## config.mk

```make
export PLATFORM = sky130hd
export DESIGN_NAME = clipped_color_key_blit
export DESIGN_NICKNAME = d
export VERILOG_FILES = /design/src/hdl/ccb_pkg.sv /design/src/hdl/clipped_color_key_blit.sv
export SDC_FILE = /design/constraint.sdc
export NUM_CORES = 1
export LEC_CHECK = 0
export BUFFER_PORTS_ARGS = -buffer_cell sky130_fd_sc_hd__buf_2
export CELL_PAD_IN_SITES_DETAIL_PLACEMENT = 1
export CELL_PAD_IN_SITES_GLOBAL_PLACEMENT = 2
export CORE_UTILIZATION = 37
export CTS_CLUSTER_SIZE = 25
export DETAILED_ROUTE_END_ITERATION = 10
export PLACE_DENSITY_LB_ADDON = 0.15
export SYNTH_ARGS = -nofsm -noshare
export SYNTH_HDL_FRONTEND = slang
export SYNTH_SLANG_ARGS = --single-unit
```

## constraint.sdc

```tcl
create_clock -name aclk -period 20.5 [get_ports aclk]
set_clock_uncertainty 0.1 [all_clocks]
set_input_delay 3.075 -clock aclk [delete_from_list [all_inputs] [get_ports aclk]]
set_output_delay 3.075 -clock aclk [all_outputs]
set_load 0.03 [all_outputs]
```

## src/hdl/ccb_pkg.sv

```systemverilog
// ----------------------------------------------------------------------------
// ccb_pkg
// Shared types, register indexes and mode codes of the color key blitter.
// ----------------------------------------------------------------------------
package ccb_pkg;

    // signed width that holds every coordinate sum and difference
    localparam int XW = 19;

    localparam int CFG_IDX_W = 3;
    localparam int CFG_DATA_W = 32;
    localparam int COLOR_W = 24;

    typedef logic [CFG_IDX_W-1:0] cfg_index_t;
    typedef logic [CFG_DATA_W-1:0] cfg_data_t;
    typedef logic signed [XW-1:0] coord_t;

    localparam cfg_index_t REG_DEST_SIZE = 3'd0;
    localparam cfg_index_t REG_CLIP_MIN = 3'd1;
    localparam cfg_index_t REG_CLIP_MAX = 3'd2;
    localparam cfg_index_t REG_SOURCE_ORIGIN = 3'd3;
    localparam cfg_index_t REG_DEST_ORIGIN = 3'd4;
    localparam cfg_index_t REG_BLIT_SIZE = 3'd5;
    localparam cfg_index_t REG_MASK_COLOR = 3'd6;
    localparam cfg_index_t REG_FINAL_COLOR_MODE = 3'd7;

    typedef logic [1:0] mode_t;

    localparam mode_t MODE_COPY = 2'd0;
    localparam mode_t MODE_KEYED = 2'd1;
    localparam mode_t MODE_RECOLOR = 2'd2;
    localparam mode_t MODE_RECOLOR_ALT = 2'd3;

    function automatic coord_t sext16(input logic [15:0] v);
        return XW'($signed(v));
    endfunction

endpackage

```

## src/hdl/clipped_color_key_blit.sv

```systemverilog
// ----------------------------------------------------------------------------
// clipped_color_key_blit
// Per-pixel blitter with source window, clip rectangle and color key.
// ----------------------------------------------------------------------------
// Usage:
//   s_* carries one source pixel request (column, row, color) per cycle,
//   held off while s_ready is low. m_* returns exactly one result per
//   request, in order: write enable, linear destination address and color;
//   a rejected pixel gives all zeros. cfg_* writes the eight control
//   registers, is always ready and is to be written only while no request
//   is in flight; the block does not enforce this. Three register stages:
//   window and key compare, clip and bounds compare with the row multiply,
//   then the address add. Throughput is one request per cycle while the
//   output is not stalled, with a single width multiplier in the pipeline.
// Reset clears every control register and empties the pipeline.
// When the receiver stalls, each stage holds its request and empty stages
// keep filling; s_ready drops only when all three stages hold a request.
// ----------------------------------------------------------------------------
module clipped_color_key_blit #(
    parameter int MAX_DIM = 4096,
    parameter int COLOR_BITS = 24
) (
    input  logic                   aclk,
    input  logic                   aresetn,

    input  logic                   cfg_valid,
    output logic                   cfg_ready,
    input  ccb_pkg::cfg_index_t    cfg_index,
    input  ccb_pkg::cfg_data_t     cfg_data,

    input  logic                   s_valid,
    output logic                   s_ready,
    input  logic [11:0]            s_source_x,
    input  logic [11:0]            s_source_y,
    input  logic [23:0]            s_source_color,

    output logic                   m_valid,
    input  logic                   m_ready,
    output logic                   m_write_enable,
    output logic [23:0]            m_dest_address,
    output logic [23:0]            m_write_color
);
    import ccb_pkg::*;

    localparam int DW = $clog2(MAX_DIM + 1);
    localparam int CW = (COLOR_BITS < COLOR_W) ? COLOR_BITS : COLOR_W;
    localparam int PW = 2 * DW;
    localparam int AW = (PW + 1 > COLOR_W) ? PW + 1 : COLOR_W;

    // control registers
    logic [31:0] dest_size_reg;
    logic [31:0] clip_min_reg;
    logic [31:0] clip_max_reg;
    logic [31:0] source_origin_reg;
    logic [31:0] dest_origin_reg;
    logic [31:0] blit_size_reg;
    logic [23:0] mask_color_reg;
    logic [25:0] final_color_mode_reg;

    assign cfg_ready = 1'b1;

    always_ff @(posedge aclk) begin
        if (!aresetn) begin
            dest_size_reg <= '0;
            clip_min_reg <= '0;
            clip_max_reg <= '0;
            source_origin_reg <= '0;
            dest_origin_reg <= '0;
            blit_size_reg <= '0;
            mask_color_reg <= '0;
            final_color_mode_reg <= '0;
        end else if (cfg_valid && cfg_ready) begin
            unique case (cfg_index)
                REG_DEST_SIZE:        dest_size_reg <= cfg_data;
                REG_CLIP_MIN:         clip_min_reg <= cfg_data;
                REG_CLIP_MAX:         clip_max_reg <= cfg_data;
                REG_SOURCE_ORIGIN:    source_origin_reg <= cfg_data;
                REG_DEST_ORIGIN:      dest_origin_reg <= cfg_data;
                REG_BLIT_SIZE:        blit_size_reg <= cfg_data;
                REG_MASK_COLOR:       mask_color_reg <= cfg_data[23:0];
                REG_FINAL_COLOR_MODE: final_color_mode_reg <= cfg_data[25:0];
                default: ;
            endcase
        end
    end

    // decoded control values
    coord_t sox, soy, bw, bh, dox, doy;
    coord_t cminx, cminy, cmaxx, cmaxy;
    logic [DW-1:0] w_sat, h_sat;
    mode_t mode;
    logic key_en, recolor;

    assign sox = sext16(source_origin_reg[15:0]);
    assign soy = sext16(source_origin_reg[31:16]);
    assign bw = sext16(blit_size_reg[15:0]);
    assign bh = sext16(blit_size_reg[31:16]);
    assign dox = sext16(dest_origin_reg[15:0]);
    assign doy = sext16(dest_origin_reg[31:16]);
    assign cminx = sext16(clip_min_reg[15:0]);
    assign cminy = sext16(clip_min_reg[31:16]);
    assign cmaxx = sext16(clip_max_reg[15:0]);
    assign cmaxy = sext16(clip_max_reg[31:16]);
    assign mode = final_color_mode_reg[25:24];

    always_comb begin
        if (dest_size_reg[15:0] > 16'(MAX_DIM)) begin
            w_sat = DW'(MAX_DIM);
        end else begin
            w_sat = DW'(dest_size_reg[15:0]);
        end
        if (dest_size_reg[31:16] > 16'(MAX_DIM)) begin
            h_sat = DW'(MAX_DIM);
        end else begin
            h_sat = DW'(dest_size_reg[31:16]);
        end
    end

    always_comb begin
        case (mode) inside
            MODE_COPY: begin
                key_en = 1'b0;
                recolor = 1'b0;
            end
            MODE_KEYED: begin
                key_en = 1'b1;
                recolor = 1'b0;
            end
            MODE_RECOLOR, MODE_RECOLOR_ALT: begin
                key_en = 1'b1;
                recolor = 1'b1;
            end
            default: begin
                key_en = 1'b0;
                recolor = 1'b0;
            end
        endcase
    end

    // stage handshake
    logic v1_reg, v2_reg, v3_reg;
    logic rdy1, rdy2, rdy3;

    assign rdy3 = !v3_reg || m_ready;
    assign rdy2 = !v2_reg || rdy3;
    assign rdy1 = !v1_reg || rdy2;
    assign s_ready = rdy1;
    assign m_valid = v3_reg;

    always_ff @(posedge aclk) begin
        if (!aresetn) begin
            v1_reg <= 1'b0;
            v2_reg <= 1'b0;
            v3_reg <= 1'b0;
        end else begin
            if (rdy1) begin
                v1_reg <= s_valid;
            end
            if (rdy2) begin
                v2_reg <= v1_reg;
            end
            if (rdy3) begin
                v3_reg <= v2_reg;
            end
        end
    end

    // stage 1: source window, destination coordinates, color key
    coord_t sx, sy;
    logic win1_next, win1_reg;
    logic key1_next, key1_reg;
    coord_t dx1_next, dx1_reg, dy1_next, dy1_reg;
    logic [23:0] color1_next, color1_reg;

    assign sx = $signed(XW'(s_source_x));
    assign sy = $signed(XW'(s_source_y));

    always_comb begin
        win1_next = (sx >= sox) && (sx <= sox + bw - $signed(XW'(1)))
                 && (sy >= soy) && (sy <= soy + bh - $signed(XW'(1)));
        dx1_next = sx + dox - sox;
        dy1_next = sy + doy - soy;
        key1_next = key_en && (s_source_color[CW-1:0] == mask_color_reg[CW-1:0]);
        if (recolor) begin
            color1_next = 24'(final_color_mode_reg[CW-1:0]);
        end else begin
            color1_next = 24'(s_source_color[CW-1:0]);
        end
    end

    always_ff @(posedge aclk) begin
        if (rdy1) begin
            win1_reg <= win1_next;
            key1_reg <= key1_next;
            dx1_reg <= dx1_next;
            dy1_reg <= dy1_next;
            color1_reg <= color1_next;
        end
    end

    // stage 2: clip and image bounds, row times width
    logic ok2_next, ok2_reg;
    logic [PW-1:0] prod2_next, prod2_reg;
    logic [DW-1:0] dx2_reg;
    logic [23:0] color2_reg;

    always_comb begin
        ok2_next = win1_reg && !key1_reg
                && (dx1_reg >= cminx) && (dx1_reg <= cmaxx)
                && (dy1_reg >= cminy) && (dy1_reg <= cmaxy)
                && (dx1_reg >= $signed(XW'(0))) && (dx1_reg < $signed(XW'(w_sat)))
                && (dy1_reg >= $signed(XW'(0))) && (dy1_reg < $signed(XW'(h_sat)));
        prod2_next = {{DW{1'b0}}, dy1_reg[DW-1:0]} * {{DW{1'b0}}, w_sat};
    end

    always_ff @(posedge aclk) begin
        if (rdy2) begin
            ok2_reg <= ok2_next;
            prod2_reg <= prod2_next;
            dx2_reg <= dx1_reg[DW-1:0];
            color2_reg <= color1_reg;
        end
    end

    // stage 3: address add and result register
    logic [AW-1:0] addr_sum;
    logic we3_reg;
    logic [23:0] addr3_reg, color3_reg;

    assign addr_sum = AW'(prod2_reg) + AW'(dx2_reg);

    always_ff @(posedge aclk) begin
        if (rdy3) begin
            we3_reg <= ok2_reg;
            addr3_reg <= ok2_reg ? addr_sum[23:0] : 24'd0;
            color3_reg <= ok2_reg ? color2_reg : 24'd0;
        end
    end

    assign m_write_enable = we3_reg;
    assign m_dest_address = addr3_reg;
    assign m_write_color = color3_reg;

`ifndef SYNTHESIS
    a_reject_zero: assert property (@(posedge aclk) disable iff (!aresetn)
        m_valid && !m_write_enable |-> m_dest_address == 24'd0 && m_write_color == 24'd0)
        else $error("rejected pixel carries nonzero payload");

    a_stall_full: assert property (@(posedge aclk) disable iff (!aresetn)
        !s_ready |-> v1_reg && v2_reg && v3_reg && !m_ready)
        else $error("input stalled with an empty stage");

    a_key_blocked: assert property (@(posedge aclk) disable iff (!aresetn)
        m_valid && m_write_enable && mode == MODE_KEYED
        |-> m_write_color[CW-1:0] != mask_color_reg[CW-1:0])
        else $error("key color written in keyed copy");

    a_hold: assert property (@(posedge aclk) disable iff (!aresetn)
        v3_reg && !m_ready |=> v3_reg && $stable(addr3_reg) && $stable(we3_reg))
        else $error("stalled result changed");
`endif

endmodule
```

==> results.md <==
* Outcome: finished clean
* Most used DFF post-synth: sky130_fd_sc_hd__dfxtp_1
* Core Footprint at approximately 0.08 sq mm
* Proportion of layout cells with a drive suffix above 1 at 0.0850
* Hold path cells at 0
* Portion of the post-synthesis area used by sequential elements at 0.338
* Kind of start point of the critical path: register
* Buffer depth of the longest clock path at 3
* Number of pins with negative max-slew slack in the final report at 0
* Commonest cells after routing, fill and taps aside: sky130_fd_sc_hd__nand2_1, sky130_fd_sc_hd__inv_1, sky130_fd_sc_hd__ha_1
* CP max-delay cell: sky130_fd_sc_hd__buf_4
* Nets@finish at 3968
* First-pass GRT wire length at ~140000 um
* Cells along the critical path: nor4_1, nand3_1, a2111oi_4, buf_4, and2_1, nand2_1, fa_1, fa_1, fa_1, inv_1, fa_1, inv_1, fa_1, inv_1, ha_1, or4_1, o22ai_1, o21ai_1, o41a_1, a211oi_2, a21oi_1, xor2_1
* Syn Inst Count at 3337
* Overall overflow remaining after global route at 0
* Number of buffers added for setup after CTS at 0
* Worst setup timing slack at the placement stage at 12600 ps
* Min cycle time layout at roughly 8000 ps
* Proportion of netlist area held by the largest area contributor at 0.174
* Post-route DRC at 0
* Count of boundary I/O pins at 140
* Area grow syn2layout at 11.6%
* Startpoint of the most critical register-to-register path: dest_size_reg[1]
* CP Max Fanout at just under 100
* Number of distinct library cell variants in the gate-level netlist after synthesis at slightly above 70
* FFs w/ async S/R, synth at 0
* Average vias per placed instance at approximately 5
* Net Count, Synth at around 3900
* Worst hold start: color1_reg[7]
* Number of synthesized register bits at 418
* Hold EP: color2_reg[7]
* Count of flip-flops with a built-in enable after synthesis at 173
* Number of antenna violations at the first check in global routing at 2
* Arrival time at the worst endpoint at about 8000 ps
* CP most frequent cell: sky130_fd_sc_hd__fa_1
* Total number of placement rows at ~100
* Setup repair after global routing missed its margin: false
* Mean routed wirelength per cell at approximately 20 um
* Largest cells by area after synthesis: sky130_fd_sc_hd__edfxtp_1, sky130_fd_sc_hd__dfxtp_1, sky130_fd_sc_hd__ha_1
* Family with the most delay on the worst path: adder cells
* Worst R2R Path Depth at 22
* CTS tree: done
* Worst hold path class: reg -> reg
* Antenna Nets Post-Route at 0
* Number of hold-repair buffers added at the cts stage at 0
* Clock insertion delay at the later pin of the skew report at ~640 ps
* Number of max-cap violations at 0
* Critical path data required time at 20760 ps
* CTS clock-pin slew for the worst setup and hold paths at roughly 60 ps
* Crit end category: register
* Crit-path max cell delay at approximately 630 ps
* Vias in the first global route at ~25000
* Transition time of the tightest slew-check pin at between 1000 and 1500 ps
* Maximum number of pins on one net before global-route repair at 102
* Routability congestion estimate at roughly 0.84
* Y dimension of the die at ~290 um
* Count of fill cells added during filler insertion at 9341
* CTS buffer count at 51
* Reg-to-Reg End: prod2_reg[22]
* HPWL after DPL at ~68000 um
* Global routing usage summed across all routing layers at 0.219
* Most common cell after layout, fill and taps aside: sky130_fd_sc_hd__nand2_1
* Final clock period utilization by the worst path at 0.388
* X dimension of the die at approximately 290 um
* Setup violations, final at 0
* Buffer and inverter count on the worst path at 4
* IR Drop Worst-Case VDD at around 0.097 mV
* Yosys warning total at 0
* Highest Clock Rate at 0.126 GHz
* Vias post-DR at around 23000
* Summed area of non-filler cells in the final layout at 0.0333 sq mm
* Post-synthesis cell type with the largest combined area: sky130_fd_sc_hd__edfxtp_1
* Worst slew margin relative to its limit at 0.110
* Class of the most critical setup path: reg -> reg
* Pre-antenna DRT Iters at 5
* Initial Utilization at 0.376
* Register-to-register setup slack at 12550 ps
* Cell area after synthesis at around 0.03 sq mm
* Final setup margin at approximately 13000 ps
* Worst hold slack at 319 ps
* Port Buf Inserts at roughly 140
* Number of DRC markers in iteration 0 at roughly 860
* Clock Tree Root: sky130_fd_sc_hd__clkbuf_16
* Hold violation count in the final report at 0
* Area of the die at ~0.082 sq mm
* Post-cts gate resize count at 0
* Placed cell areas at around 0.032 sq mm
* Cell leakage power at between 10 and 15 nW
* Total detailed-routing wirelength at ~90000 um
* Power Dens Cells at between 70 and 80 mW/mm^2
* Total clock sinks at between 400 and 500
* Total number of H-tree levels at 2
* Sum Neg Setup Slack at 0 ps
* Synthesized area per cell at slightly below 9 sq um
==> final cells by class <==
type | count | area, sq um | share of cell area
Multi-Input combinational cell | 2268 | 17400 | 0.521
Sequential cell | 418 | 10100 | 0.303
Inverter | 500 | 1880 | 0.0563
Clock buffer | 73 | 1410 | 0.0423
Tap cell | 1050 | 1310 | 0.0394
Timing Repair Buffer | 167 | 911 | 0.0273
Clock inverter | 22 | 365 | 0.0110
Antenna cell | 1 | 2.50 | 0.0000751
==> power breakdown <==
group	leakage (nW)	internal (W)	switching (W)
sequential	3.93	0.000931	0.0000612
combinational	9.67	0.000240	0.000376
clock	0.857	0.000571	0.000388
total	14.5	0.00174	0.000825
==> metrics by stage <==
stage,total power [W],util,instances
floorplan,0.00140,-,3337
global placement,0.00160,0.398,4403
detailed placement,0.00163,0.398,4403
CTS,0.00260,0.420,4498
global route,0.00271,0.420,4498
finish,0.00257,0.420,4499
==> cells by family (layout without fill, tap and decap cells) <==
logic type	Yosys count	after routing	share of synthesized area
flops	418	418	0.338
mux	26	26	0.00976
compound gates	592	592	0.140
fa+ha+maj	474	474	0.235
other cells	1	2	0.000126
xor+xnor	97	97	0.0284
buf+inv	651	762	0.0832
simple gates	1078	1078	0.165
==> layer usage <==
metal / track usage / wire (um) / share of wire
met5: 0 / 13 / 0.00014
met4: 0.0870 / 3540 / 0.039
met3: 0.0328 / 2970 / 0.033
met2: 0.372 / 42700 / 0.48
met1: 0.277 / 40500 / 0.45
==> worst max path at each step <==
stage | from | endpoint | cells after the start
2_1_floorplan | m_ready | s_ready | 2
3_3_place_gp | dest_size_reg[1] | prod2_reg[22] | 22
3_5_place_dp | dest_size_reg[1] | prod2_reg[22] | 22
4_1_cts | dest_size_reg[8] | prod2_reg[22] | 22
5_1_grt | dest_size_reg[9] | prod2_reg[22] | 22
6_report | dest_size_reg[1] | prod2_reg[22] | 22
==> Yosys cell counts, types with 25 or more instances <==
master	instances
sky130_fd_sc_hd__nand2_1	614
sky130_fd_sc_hd__inv_1	499
sky130_fd_sc_hd__ha_1	327
sky130_fd_sc_hd__a21boi_0	246
sky130_fd_sc_hd__dfxtp_1	245
sky130_fd_sc_hd__edfxtp_1	173
sky130_fd_sc_hd__fa_1	147
sky130_fd_sc_hd__clkbuf_1	124
sky130_fd_sc_hd__and3_1	102
sky130_fd_sc_hd__a21oi_1	89
sky130_fd_sc_hd__nor2_1	81
sky130_fd_sc_hd__o21ai_0	63
sky130_fd_sc_hd__xnor2_1	59
sky130_fd_sc_hd__a21o_1	54
sky130_fd_sc_hd__nand3_1	53
sky130_fd_sc_hd__and2_1	41
sky130_fd_sc_hd__nor2b_1	38
sky130_fd_sc_hd__xor2_1	38
sky130_fd_sc_hd__nor3_1	34
sky130_fd_sc_hd__mux2_2	25
sky130_fd_sc_hd__nand2b_1	25
No activity file was read; power rests on OpenSTA's default activity.
